### src/design/ulst_pkg.sv
// ----------------------------------------------------------------------------
// ulst_pkg: shared types for the unsorted key/value table
// Op and status codes, item and result structs, and the command and status
// groups that pass between the controller and the datapath.
// ----------------------------------------------------------------------------
package ulst_pkg;

	localparam int OP_W    = 3;
	localparam int KEY_W   = 16;
	localparam int VALUE_W = 16;
	localparam int COUNT_W = 5;

	typedef enum logic [OP_W-1:0] {
		OP_INSERT       = 3'd0,
		OP_RETRIEVE     = 3'd1,
		OP_DEL_ONE      = 3'd2,
		OP_DEL_ALL      = 3'd3,
		OP_RESET_CURSOR = 3'd4,
		OP_GET_NEXT     = 3'd5
	} op_t;

	typedef enum logic [1:0] {
		ST_OK        = 2'd0,
		ST_NOT_FOUND = 2'd1,
		ST_FULL      = 2'd2,
		ST_PAST_END  = 2'd3
	} status_t;

	typedef struct packed {
		logic [OP_W-1:0]    op;
		logic [KEY_W-1:0]   item_key;
		logic [VALUE_W-1:0] item_value;
	} item_t;

	typedef struct packed {
		status_t            status;
		logic [KEY_W-1:0]   out_key;
		logic [VALUE_W-1:0] out_value;
		logic [COUNT_W-1:0] count;
		logic               is_full;
	} result_t;

	typedef struct packed {
		logic    latch;       // capture the accepted item
		logic    scan_init;   // start a scan at entry zero
		logic    scan_run;    // issue the next scan read and advance
		logic    rescan;      // restart the scan at the entry just refilled
		logic    ins_wr;      // append the item at the end
		logic    next_rd;     // read the entry under the cursor and advance
		logic    cursor_clr;
		logic    swap_rd;     // read the last entry
		logic    swap_wr;     // move the last entry onto the match, shrink count
		logic    finish;      // load the result registers
		logic    fin_data;    // result carries the entry just read
		status_t fin_status;
	} ctrl_cmd_t;

	typedef struct packed {
		logic [OP_W-1:0] op;
		logic            full;
		logic            cursor_ok;
		logic            hit;
		logic            miss;
		logic            any;
	} dp_stat_t;

endpackage

### src/design/ulst_dp.sv
// ----------------------------------------------------------------------------
// ulst_dp: table datapath
// Entry memory with one write and one registered read port, count and
// cursor registers, the scan pipeline and the result registers.
// ----------------------------------------------------------------------------
module ulst_dp import ulst_pkg::*; #(
	parameter int CAPACITY = 16,
	parameter int KEY_BITS = 16
) (
	input  logic      clk,
	input  logic      arst_n,
	input  item_t     item,
	input  ctrl_cmd_t cmd,
	output dp_stat_t  stat,
	output result_t   result
);

	localparam int KW = (KEY_BITS < KEY_W) ? KEY_BITS : KEY_W;
	localparam int AW = (CAPACITY > 1) ? $clog2(CAPACITY) : 1;
	localparam int CW = $clog2(CAPACITY + 1);
	localparam logic [CW-1:0] CAP_C = CW'(CAPACITY);

	typedef struct packed {
		logic [KW-1:0]      key;
		logic [VALUE_W-1:0] value;
	} entry_t;

	entry_t mem [CAPACITY];

	logic [OP_W-1:0]    op_q;
	logic [KW-1:0]      key_q;
	logic [VALUE_W-1:0] value_q;
	logic [CW-1:0]      count_q;
	logic [CW-1:0]      cursor_q;
	logic [CW-1:0]      rd_idx_q;
	logic [CW-1:0]      cmp_idx_s1;
	logic               cmp_vld_s1;
	entry_t             rdata_s1;
	logic               any_q;
	status_t            res_status_q;
	logic [KW-1:0]      res_key_q;
	logic [VALUE_W-1:0] res_value_q;

	logic                  scan_go;
	logic [CW-1:0]         last_idx;
	logic                  rd_en;
	logic [AW-1:0]         rd_addr;
	logic                  wr_en;
	logic [AW-1:0]         wr_addr;
	entry_t                wr_data;
	logic [CW+COUNT_W-1:0] cnt_ext;
	logic [KW+KEY_W-1:0]   key_ext;

	assign scan_go  = (rd_idx_q < count_q);
	assign last_idx = count_q - CW'(1);

	always_comb begin
		if (cmd.swap_rd) begin
			rd_addr = last_idx[AW-1:0];
		end else if (cmd.next_rd) begin
			rd_addr = cursor_q[AW-1:0];
		end else begin
			rd_addr = rd_idx_q[AW-1:0];
		end
	end

	assign rd_en   = cmd.swap_rd | cmd.next_rd | (cmd.scan_run & scan_go);
	assign wr_en   = cmd.ins_wr | cmd.swap_wr;
	assign wr_addr = cmd.swap_wr ? cmp_idx_s1[AW-1:0] : count_q[AW-1:0];
	assign wr_data = cmd.swap_wr ? rdata_s1 : entry_t'{key: key_q, value: value_q};

	always_ff @(posedge clk) begin
		if (wr_en) begin
			mem[wr_addr] <= wr_data;
		end
		if (rd_en) begin
			rdata_s1 <= mem[rd_addr];
		end
	end

	always_ff @(posedge clk or negedge arst_n) begin
		if (!arst_n) begin
			count_q    <= '0;
			cursor_q   <= '0;
			rd_idx_q   <= '0;
			cmp_vld_s1 <= 1'b0;
			any_q      <= 1'b0;
		end else begin
			if (cmd.ins_wr) begin
				count_q <= count_q + CW'(1);
			end else if (cmd.swap_wr) begin
				count_q <= last_idx;
			end
			if (cmd.cursor_clr) begin
				cursor_q <= '0;
			end else if (cmd.next_rd) begin
				cursor_q <= cursor_q + CW'(1);
			end
			if (cmd.scan_init) begin
				rd_idx_q   <= '0;
				cmp_vld_s1 <= 1'b0;
			end else if (cmd.rescan) begin
				// refilled slot may match again: look at it first
				rd_idx_q   <= cmp_idx_s1;
				cmp_vld_s1 <= 1'b0;
			end else if (cmd.scan_run) begin
				cmp_vld_s1 <= scan_go;
				if (scan_go) begin
					rd_idx_q <= rd_idx_q + CW'(1);
				end
			end
			if (cmd.scan_init) begin
				any_q <= 1'b0;
			end else if (cmd.swap_wr) begin
				any_q <= 1'b1;
			end
		end
	end

	always_ff @(posedge clk) begin
		if (cmd.latch) begin
			op_q    <= item.op;
			key_q   <= item.item_key[KW-1:0];
			value_q <= item.item_value;
		end
		if (cmd.scan_run && scan_go) begin
			cmp_idx_s1 <= rd_idx_q;
		end
		if (cmd.finish) begin
			res_status_q <= cmd.fin_status;
			res_key_q    <= cmd.fin_data ? rdata_s1.key : '0;
			res_value_q  <= cmd.fin_data ? rdata_s1.value : '0;
		end
	end

	assign stat.op        = op_q;
	assign stat.full      = (count_q >= CAP_C);
	assign stat.cursor_ok = (cursor_q < count_q);
	assign stat.hit       = cmp_vld_s1 && (rdata_s1.key == key_q);
	assign stat.miss      = !cmp_vld_s1 && !scan_go;
	assign stat.any       = any_q;

	assign cnt_ext = {{COUNT_W{1'b0}}, count_q};
	assign key_ext = {{KEY_W{1'b0}}, res_key_q};

	assign result.status    = res_status_q;
	assign result.out_key   = key_ext[KEY_W-1:0];
	assign result.out_value = res_value_q;
	assign result.count     = cnt_ext[COUNT_W-1:0];
	assign result.is_full   = (count_q == CAP_C);

endmodule

### src/design/ulst_ctrl.sv
// ----------------------------------------------------------------------------
// ulst_ctrl: table sequencer
// Decodes the op, runs scans, the swap-with-last removal and the cursor
// read, and raises the result strobe.
// ----------------------------------------------------------------------------
module ulst_ctrl import ulst_pkg::*; (
	input  logic      clk,
	input  logic      arst_n,
	input  logic      start,
	input  dp_stat_t  stat,
	output ctrl_cmd_t cmd,
	output logic      busy,
	output logic      done
);

	typedef enum logic [5:0] {
		S_IDLE    = 6'b000001,
		S_DECODE  = 6'b000010,
		S_SCAN    = 6'b000100,
		S_SWAP_RD = 6'b001000,
		S_SWAP_WR = 6'b010000,
		S_NEXT_RD = 6'b100000
	} state_t;

	state_t state_q, state_d;
	logic   done_q;

	always_comb begin
		state_d = state_q;
		cmd     = '0;
		cmd.fin_status = ST_OK;
		case (state_q)
			S_IDLE: begin
				if (start) begin
					cmd.latch = 1'b1;
					state_d   = S_DECODE;
				end
			end
			S_DECODE: begin
				case (stat.op)
					OP_INSERT: begin
						if (stat.full) begin
							cmd.fin_status = ST_FULL;
						end else begin
							cmd.ins_wr = 1'b1;
						end
						cmd.finish = 1'b1;
						state_d    = S_IDLE;
					end
					OP_RETRIEVE, OP_DEL_ONE, OP_DEL_ALL: begin
						cmd.scan_init = 1'b1;
						state_d       = S_SCAN;
					end
					OP_RESET_CURSOR: begin
						cmd.cursor_clr = 1'b1;
						cmd.finish     = 1'b1;
						state_d        = S_IDLE;
					end
					OP_GET_NEXT: begin
						if (stat.cursor_ok) begin
							cmd.next_rd = 1'b1;
							state_d     = S_NEXT_RD;
						end else begin
							cmd.fin_status = ST_PAST_END;
							cmd.finish     = 1'b1;
							state_d        = S_IDLE;
						end
					end
					default: begin
						cmd.finish = 1'b1;
						state_d    = S_IDLE;
					end
				endcase
			end
			S_SCAN: begin
				if (stat.hit) begin
					if (stat.op == OP_RETRIEVE) begin
						cmd.fin_data = 1'b1;
						cmd.finish   = 1'b1;
						state_d      = S_IDLE;
					end else begin
						state_d = S_SWAP_RD;
					end
				end else if (stat.miss) begin
					if (stat.op == OP_DEL_ALL && stat.any) begin
						cmd.fin_status = ST_OK;
					end else begin
						cmd.fin_status = ST_NOT_FOUND;
					end
					cmd.finish = 1'b1;
					state_d    = S_IDLE;
				end else begin
					cmd.scan_run = 1'b1;
				end
			end
			S_SWAP_RD: begin
				cmd.swap_rd = 1'b1;
				state_d     = S_SWAP_WR;
			end
			S_SWAP_WR: begin
				cmd.swap_wr = 1'b1;
				if (stat.op == OP_DEL_ALL) begin
					cmd.rescan = 1'b1;
					state_d    = S_SCAN;
				end else begin
					cmd.finish = 1'b1;
					state_d    = S_IDLE;
				end
			end
			S_NEXT_RD: begin
				cmd.fin_data = 1'b1;
				cmd.finish   = 1'b1;
				state_d      = S_IDLE;
			end
			default: begin
				state_d = S_IDLE;
			end
		endcase
	end

	always_ff @(posedge clk or negedge arst_n) begin
		if (!arst_n) begin
			state_q <= S_IDLE;
			done_q  <= 1'b0;
		end else begin
			state_q <= state_d;
			done_q  <= cmd.finish;
		end
	end

	assign busy = (state_q != S_IDLE);
	assign done = done_q;

endmodule

### src/design/unsorted_list_table.sv
// ----------------------------------------------------------------------------
// unsorted_list_table: bounded unsorted key/value table
// Insert, retrieve, delete-one, delete-all and cursor walk over up to
// CAPACITY entries, one item at a time.
// ----------------------------------------------------------------------------
// An item is taken when start is high and busy is low; its one result shows
// on result for a single cycle with done high and cannot be held off. The
// entries sit in a memory with one read port, so a search reads one entry a
// cycle; each removal in delete-all adds a swap with the last entry and a
// rescan from the refilled slot, while insert, reset-cursor and get-next
// need no scan.
// A new item may be started in the cycle that done is high.
// ----------------------------------------------------------------------------
module unsorted_list_table import ulst_pkg::*; #(
	parameter int CAPACITY = 16,
	parameter int KEY_BITS = 16
) (
	input  logic    clk,
	input  logic    arst_n,
	input  logic    start,
	input  item_t   item,
	output logic    busy,
	output logic    done,
	output result_t result
);

	ctrl_cmd_t cmd;
	dp_stat_t  stat;

	ulst_ctrl u_ctrl (
		.clk    (clk),
		.arst_n (arst_n),
		.start  (start),
		.stat   (stat),
		.cmd    (cmd),
		.busy   (busy),
		.done   (done)
	);

	ulst_dp #(
		.CAPACITY (CAPACITY),
		.KEY_BITS (KEY_BITS)
	) u_dp (
		.clk    (clk),
		.arst_n (arst_n),
		.item   (item),
		.cmd    (cmd),
		.stat   (stat),
		.result (result)
	);

`ifndef SYNTH
	a_done_single: assert property (@(posedge clk) disable iff (!arst_n)
		done |=> !done)
		else $error("result strobe held for more than one cycle");

	a_accept_busy: assert property (@(posedge clk) disable iff (!arst_n)
		(start && !busy) |=> busy)
		else $error("accepted item did not raise busy");

	a_full_status: assert property (@(posedge clk) disable iff (!arst_n)
		(done && result.status == ST_FULL) |-> result.is_full)
		else $error("table full reported while not full");

	a_no_entry_zero: assert property (@(posedge clk) disable iff (!arst_n)
		(done && result.status != ST_OK) |-> (result.out_key == '0 && result.out_value == '0))
		else $error("failed item carries entry data");
`endif

endmodule
### config.mk
export PLATFORM = sky130hd
export DESIGN_NAME = unsorted_list_table
export DESIGN_NICKNAME = d
export VERILOG_FILES = /design/src/design/ulst_pkg.sv /design/src/design/ulst_dp.sv /design/src/design/ulst_ctrl.sv /design/src/design/unsorted_list_table.sv
export SDC_FILE = /design/constraint.sdc
export NUM_CORES = 1
export LEC_CHECK = 0
export BUFFER_PORTS_ARGS = -buffer_cell sky130_fd_sc_hd__buf_4
export CAP_MARGIN = 0
export CORE_MARGIN = 3
export CORE_UTILIZATION = 62
export DETAILED_ROUTE_END_ITERATION = 6
export PLACE_DENSITY = 0.91
export SYNTH_ARGS = -nofsm -noshare
export SYNTH_HDL_FRONTEND = slang
export SYNTH_SLANG_ARGS = --single-unit
### constraint.sdc
create_clock -name clk -period 5.1 [get_ports clk]
set_input_delay 0.51 -clock clk [delete_from_list [all_inputs] [get_ports clk]]
set_output_delay 0.51 -clock clk [all_outputs]
set_load 0.01 [all_outputs]
==> summary.txt, run 1 <==
Async S/R FF share, synth: 3.74%
setup violators final: 0
total of max-cap violations: 0
vias in the first global route: 17543
Post-route DRC: 0
dpl cells: 2342
CORE AREA: 0.0413 mm^2
Rel. slew slack: 22.0%
Hold Fails Final Rpt: 0
Distinct cells, synth: 59
Syn Inst Count: 1816
CP startpoint kind: flip-flop
area grow syn2layout: 12.5%
nets@finish: 1922
hold depth: 1
min-delay worst type: input port to flip-flop
fraction of layout cells with a size suffix above 1: 13.2%
setup_tns: 0 ns
Worst-Margin Slew: 1.17 ns
Clock Tree Root: clkbuf_16
register area share after synthesis: 73.1%
status: finished clean
CTS tree: yes
worst vdd ir: 348 uV
Synth Flop Type: edfxtp_1
hpwl dp: 37.6 mm
CTS Buf Count: 59
Worst Path Arrival: 5.00 ns
FF-to-FF End: u_dp.rdata_s1[21]
largest net degree at the start of global routing: 131
clock sink count: 642
family with the most delay on the worst path: buffers and inverters
fmax: 0.216 GHz
Max clock buf depth: 3
Slowest-stage cell, CP: buf_4
DR WL/cell: 28.4 um
I/O pin total: 80
CTS resizes: 0
Routed Antenna Nets: 0
vias: 17500
Slew Viols, Final: 0
# fillers: 2383
RSZ-0062 raised after global routing: no
Pwr Density: 442 mW/mm^2
crit path kind: flip-flop to flip-flop
antenna violations before repair: 1
htree depth: 2
Die W: 212 um
CP Max Fanout: 65
GRT overflow: 0
Starting DRT DRC Count: 2843
Syn. warnings: 0
clk_lat worst skew: 0.64 ns
Worst Setup End Kind: flip-flop
Final Util: 71.4%
CTS clk-pin slew, worst paths: 0.07 ns
aggregate global-route resource usage: 31.1%
reg-to-reg startpoint: u_dp.count_q[2]
mapped cell area: 0.0262 mm^2
commonest non-fill, non-tap cell in the layout: edfxtp_1
r2r worst-path depth: 12
Total Wirelength: 69.7 mm
Final min period: 4.64 ns
die area: 0.0448 mm^2
GPL Wtd Cong: 0.889
first-pass GRT wire length: 105 mm
Starting Density: 63.4%
Critical Path, Cell by Cell: inv_1, ha_1, a211oi_1, o221ai_1, buf_4, o31a_2, nand2_4, buf_4, buf_4, mux2i_1, a221o_1, nand3_1
Seq cells post-synth: 642
FF-to-FF setup slack: 0.46 ns
net count after synthesis: 1866
Post-Layout Cell Count: 2453
CP endpoint: u_dp.rdata_s1[21]
syn_area_per_cell: 14.4 um^2
Critical Path Source: u_dp.count_q[2]
final worst-path cycle share: 91.0%
via density per instance: 7.13
First-pass DRT Iterations: 6
CP required: 5.46 ns
diode count: 0
worst path bufs/invs: 4
Lkg Pwr: 10.3 nW
Site Rows: 74
CP Depth: 12
Port Buffers: 79
most frequent cells in the layout: edfxtp_1 (618), nand2_1 (173), a21oi_1 (135), buf_4 (119), o21ai_0 (104)
Post-synth EDFFs: 618
Largest stage delay, worst path: 0.76 ns
WHS: 0.0426 ns
skew final: 0.0320 ns
crit-path most repeated cell: buf_4
Die H: 212 um
[worst min path at each step]
| stage | startpoint | endpoint |
|---|---|---|
| after global placement | arst_n | u_dp.rd_idx_q[1] |
| final | item[12] | u_dp.value_q[12] |
| after detailed placement | arst_n | u_dp.rd_idx_q[3] |
| after floorplan | arst_n | u_ctrl.done |
| after CTS | item[12] | u_dp.value_q[12] |
| after global routing | item[12] | u_dp.value_q[12] |
[report_power, final]
part           total [mW]  switching (mW)  internal (mW)
registers            6.28           0.115           6.16
logic                2.35            1.62          0.734
clock network        4.38            1.95           2.44
[flip-flops by register name (all words and copies together) (netlist names), 2 cells and up]
name / cells
u_ctrl.state_q: 6
u_dp.cmp_idx_s1: 5
u_dp.count_q: 5
u_dp.cursor_q: 5
u_dp.key_q: 16
u_dp.mem: 512
u_dp.op_q: 3
u_dp.rd_idx_q: 5
u_dp.rdata_s1: 32
u_dp.res_key_q: 16
u_dp.res_status_q: 2
u_dp.res_value_q: 16
u_dp.value_q: 16
[layout make-up]
cell class,instances,area (um^2),area share [%]
tap,532,666,2.26
inverter,13,48.8,0.166
clock inverter,37,362,1.23
sequential,642,19200,65.0
clock buffer,73,1530,5.19
multi-input combinational,1024,6560,22.3
timing repair buffer,132,1140,3.88
[worst register-to-register path, cell delays in order (launching register included)]
cell and delay [ns]:
dfrtp_1 0.50, inv_1 0.17, ha_1 0.34, a211oi_1 0.40, o221ai_1 0.19, buf_4 0.19, o31a_2 0.36, nand2_4 0.26
buf_4 0.76, buf_4 0.54, mux2i_1 0.33, a221o_1 0.23, nand3_1 0.09
[synth_stat cells, drive strengths merged, types with 23 or more instances]
library cell,n,area [um^2]
a311oi,30,263
mux2i,65,651
buf,52,319
dfrtp,23,576
and3,45,282
o21ai,104,521
a21oi,136,681
a32oi,33,289
nor3,73,365
nand2,174,653
a211o,32,280
nor2,46,173
edfxtp,618,18600
clkbuf,85,320
nand3,66,330
nor2b,34,213
a221o,62,621
[stage by stage]
stage / cell area (um^2) / setup WS, ns / total power, mW
6_report: 29500 / 0.460 / 13.0
5_1_grt: 29500 / 0.290 / 13.4
4_1_cts: 29500 / 0.563 / 13.0
3_5_place_dp: 27600 / 0.684 / 8.64
3_3_place_gp: 27600 / 0.876 / 8.51
2_1_floorplan: 26200 / 1.06 / 7.94
[routing by layer]
metal  vias to the layer above  GRT usage [%]  wire length, um
met2                      1547           48.9            33000
met3                       277           8.06             9460
met1                      8464           41.2            23900
met5                         -              0               17
li1                       7210              -                -
met4                         2           14.7             3230
[kinds of logic (layout without fill, tap and decap cells)]
group	count (synthesis)	after routing	share of synthesized area [%]
compound gates	445	445	11.6
xor+xnor	26	26	0.869
mux	65	65	2.48
buf+inv	150	255	2.63
flops	642	642	73.1
fa+ha+maj	12	12	0.573
simple gates	476	476	8.72
[repair_timing]
action / 4_1_cts / 5_1_grt
setup endpoints to repair: 0 / 0
setup buffers: 0 / 0
hold buffers: 1 / 0
endpoints found under the hold margin: 23 / 0
Power figures use the tool's default switching activity.
==> inputs of run 2 (changes only) <==
--- a/config.mk
+++ b/config.mk
@@ -6,9 +6,11 @@
 export NUM_CORES = 1
 export LEC_CHECK = 0
 export BUFFER_PORTS_ARGS = -buffer_cell sky130_fd_sc_hd__buf_4
-export CAP_MARGIN = 0
+export CAP_MARGIN = 20
+export CELL_PAD_IN_SITES_DETAIL_PLACEMENT = 2
+export CELL_PAD_IN_SITES_GLOBAL_PLACEMENT = 2
 export CORE_MARGIN = 3
-export CORE_UTILIZATION = 62
+export CORE_UTILIZATION = 45
 export DETAILED_ROUTE_END_ITERATION = 6
 export PLACE_DENSITY = 0.91
 export SYNTH_ARGS = -nofsm -noshare
==> summary.txt, run 2 (same netlist as run 1, synthesis figures left out) <==
status: finished clean
Worst-Margin Slew: 1.14 ns (-0.0322 ns)
Routed Antenna Nets: 0 (unchanged)
worst vdd ir: 307 uV (-12%)
Starting DRT DRC Count: 2116 (-26%)
Worst Path Arrival: 5.46 ns (+0.46 ns)
Slew Viols, Final: 0 (unchanged)
Post-CTS Setup Inserts: 0 (unchanged)
crit path kind: flip-flop to flip-flop
Final min period: 4.97 ns (+0.330 ns)
fraction of layout cells with a size suffix above 1: 13.4% (+0.20 points)
via density per instance: 6.73 (-5.7%)
# fillers: 5190 (+120%)
vias: 18114 (+3.5%)
RSZ-0062 raised after global routing: no
Starting Density: 45.9% (-18 points)
CTS tree: yes
most frequent cells in the layout: edfxtp_1 (618), nand2_1 (173), a21oi_1 (135), buf_4 (115), o21ai_0 (104)
clk_lat worst skew: 0.64 ns (about the same)
min-delay worst type: input port to flip-flop
met3 usage: 6.59% (-1.5 points)
dpl cells: 2564 (+9.5%)
CP startpoint kind: flip-flop
CORE AREA: 0.0570 mm^2 (+38%)
DR WL/cell: 37.4 um (+32%)
Clock Tree Root: clkbuf_16
die area: 0.0612 mm^2 (+37%)
hpwl dp: 55.6 mm (+48%)
commonest non-fill, non-tap cell in the layout: edfxtp_1
Worst Setup End Kind: flip-flop
vias in the first global route: 19796 (+13%)
First-pass DRT Iterations: 6 (unchanged)
Post-route DRC: 0 (unchanged)
met1 usage: 39.7% (-1.5 points)
aggregate global-route resource usage: 33.1% (+2.0 points)
I/O pin total: 80 (unchanged)
htree depth: 3 (+1)
Total Wirelength: 101 mm (+45%)
diode count: 0 (unchanged)
CTS clk-pin slew, worst paths: 0.07 ns (about the same)
Rel. slew slack: 24.1% (+2.1 points)
CP Max Fanout: 22 (-66%)
Top reg by flops: u_dp.mem
Pwr Density: 465 mW/mm^2 (+5.3%)
CTS Buf Count: 69 (+17%)
final worst-path cycle share: 97.5% (+6.5 points)
area grow syn2layout: 14.9%
CP required: 5.58 ns (+0.12 ns)
pre-CTS setup slack: 0.617 ns (-0.0664 ns)
setup_tns: 0 ns (unchanged)
clock sink count: 642 (unchanged)
CTS resizes: 0 (unchanged)
nets@finish: 1934 (+0.62%)
largest net degree at the start of global routing: 91 (-31%)
busiest grt layer: met2
setup ws final: 0.130 ns (-0.330 ns)
CTS Hold Bufs: 1 (unchanged)
fmax: 0.201 GHz (-6.6%)
Max clock buf depth: 3 (unchanged)
GRT overflow: 0 (unchanged)
GPL Wtd Cong: 0.817 (-8.1%)
final instance area: 0.0301 mm^2 (+2.2%)
setup violators final: 0 (unchanged)
biggest regs: u_dp.mem (512), u_dp.rdata_s1 (32)
Post-Layout Cell Count: 2693 (+9.8%)
max reg flops: 512 (unchanged)
Cell Area, Placed: 0.0279 mm^2 (+1.2%)
antenna violations before repair: 1 (unchanged)
met2 usage: 56.6% (+7.7 points)
Hold Fails Final Rpt: 0 (unchanged)
Lkg Pwr: 10.5 nW (+1.7%)
Die H: 247 um (+17%)
first-pass GRT wire length: 144 mm (+37%)
Die W: 247 um (+17%)
Port Buffers: 79 (unchanged)
skew final: 0.0418 ns (+0.00979 ns)
Site Rows: 87 (+18%)
total of max-cap violations: 0 (unchanged)
## run 2: worst paths after layout
| path | startpoint | to | slack [ns] | depth (start not counted) |
|---|---|---|---|---|
| worst max-delay path | u_dp.count_q[2] | u_dp.rdata_s1[16] | 0.13 | 10 |
| worst min-delay path | item[5] | u_dp.value_q[5] | 0.05 | 1 |
| worst max register to register | u_dp.count_q[2] | u_dp.rdata_s1[16] | 0.13 | 10 |
| worst min register to register | u_dp.any_q | u_dp.any_q | 0.49 | 1 |
| max in group asynchronous | arst_n | u_ctrl.state_q[0] | 4.43 | 2 |
| min in group asynchronous | arst_n | u_dp.count_q[3] | 0.36 | 2 |
## run 2: through the flow
stage,power (mW),hold slack (ns),util [%]
floorplan,7.94,0.214,-
global placement,8.62,0.444,48.9
detailed placement,8.91,0.448,48.9
CTS,14.0,0.0331,52.7
global route,14.4,0.0222,52.8
finish,14.0,0.0513,52.8
## run 2: final cells by class
type	instances	area [um^2]	share of cell area [%]
Clock buffer	104	1980	6.59
Tap cell	756	946	3.14
Multi-Input combinational cell	1024	6560	21.8
Clock inverter	20	166	0.553
Sequential cell	642	19200	63.6
Inverter	13	48.8	0.162
Timing Repair Buffer	134	1240	4.12
## run 2: power breakdown
part / internal [mW] / switching, mW
clock network: 2.80 / 2.22
registers: 6.16 / 0.161
logic: 0.768 / 1.88
total: 9.73 / 4.26
## run 2: worst max-delay path, cell delays in order, from the launching register on
cell and delay [ns]:
dfrtp_1 0.52, inv_1 0.23, ha_1 0.38, a211oi_1 0.48, o221ai_1 0.60, o21ai_0 0.52
a31o_2 0.58, nand2_1 0.64, buf_12 0.41, a221o_1 0.32, nand3_1 0.14
## run 2: routing by layer
metal,up-vias,part of all wire [%]
li1,7243,-
met1,9471,37
met2,1058,50
met3,342,7.0
met4,0,5.8
met5,-,0
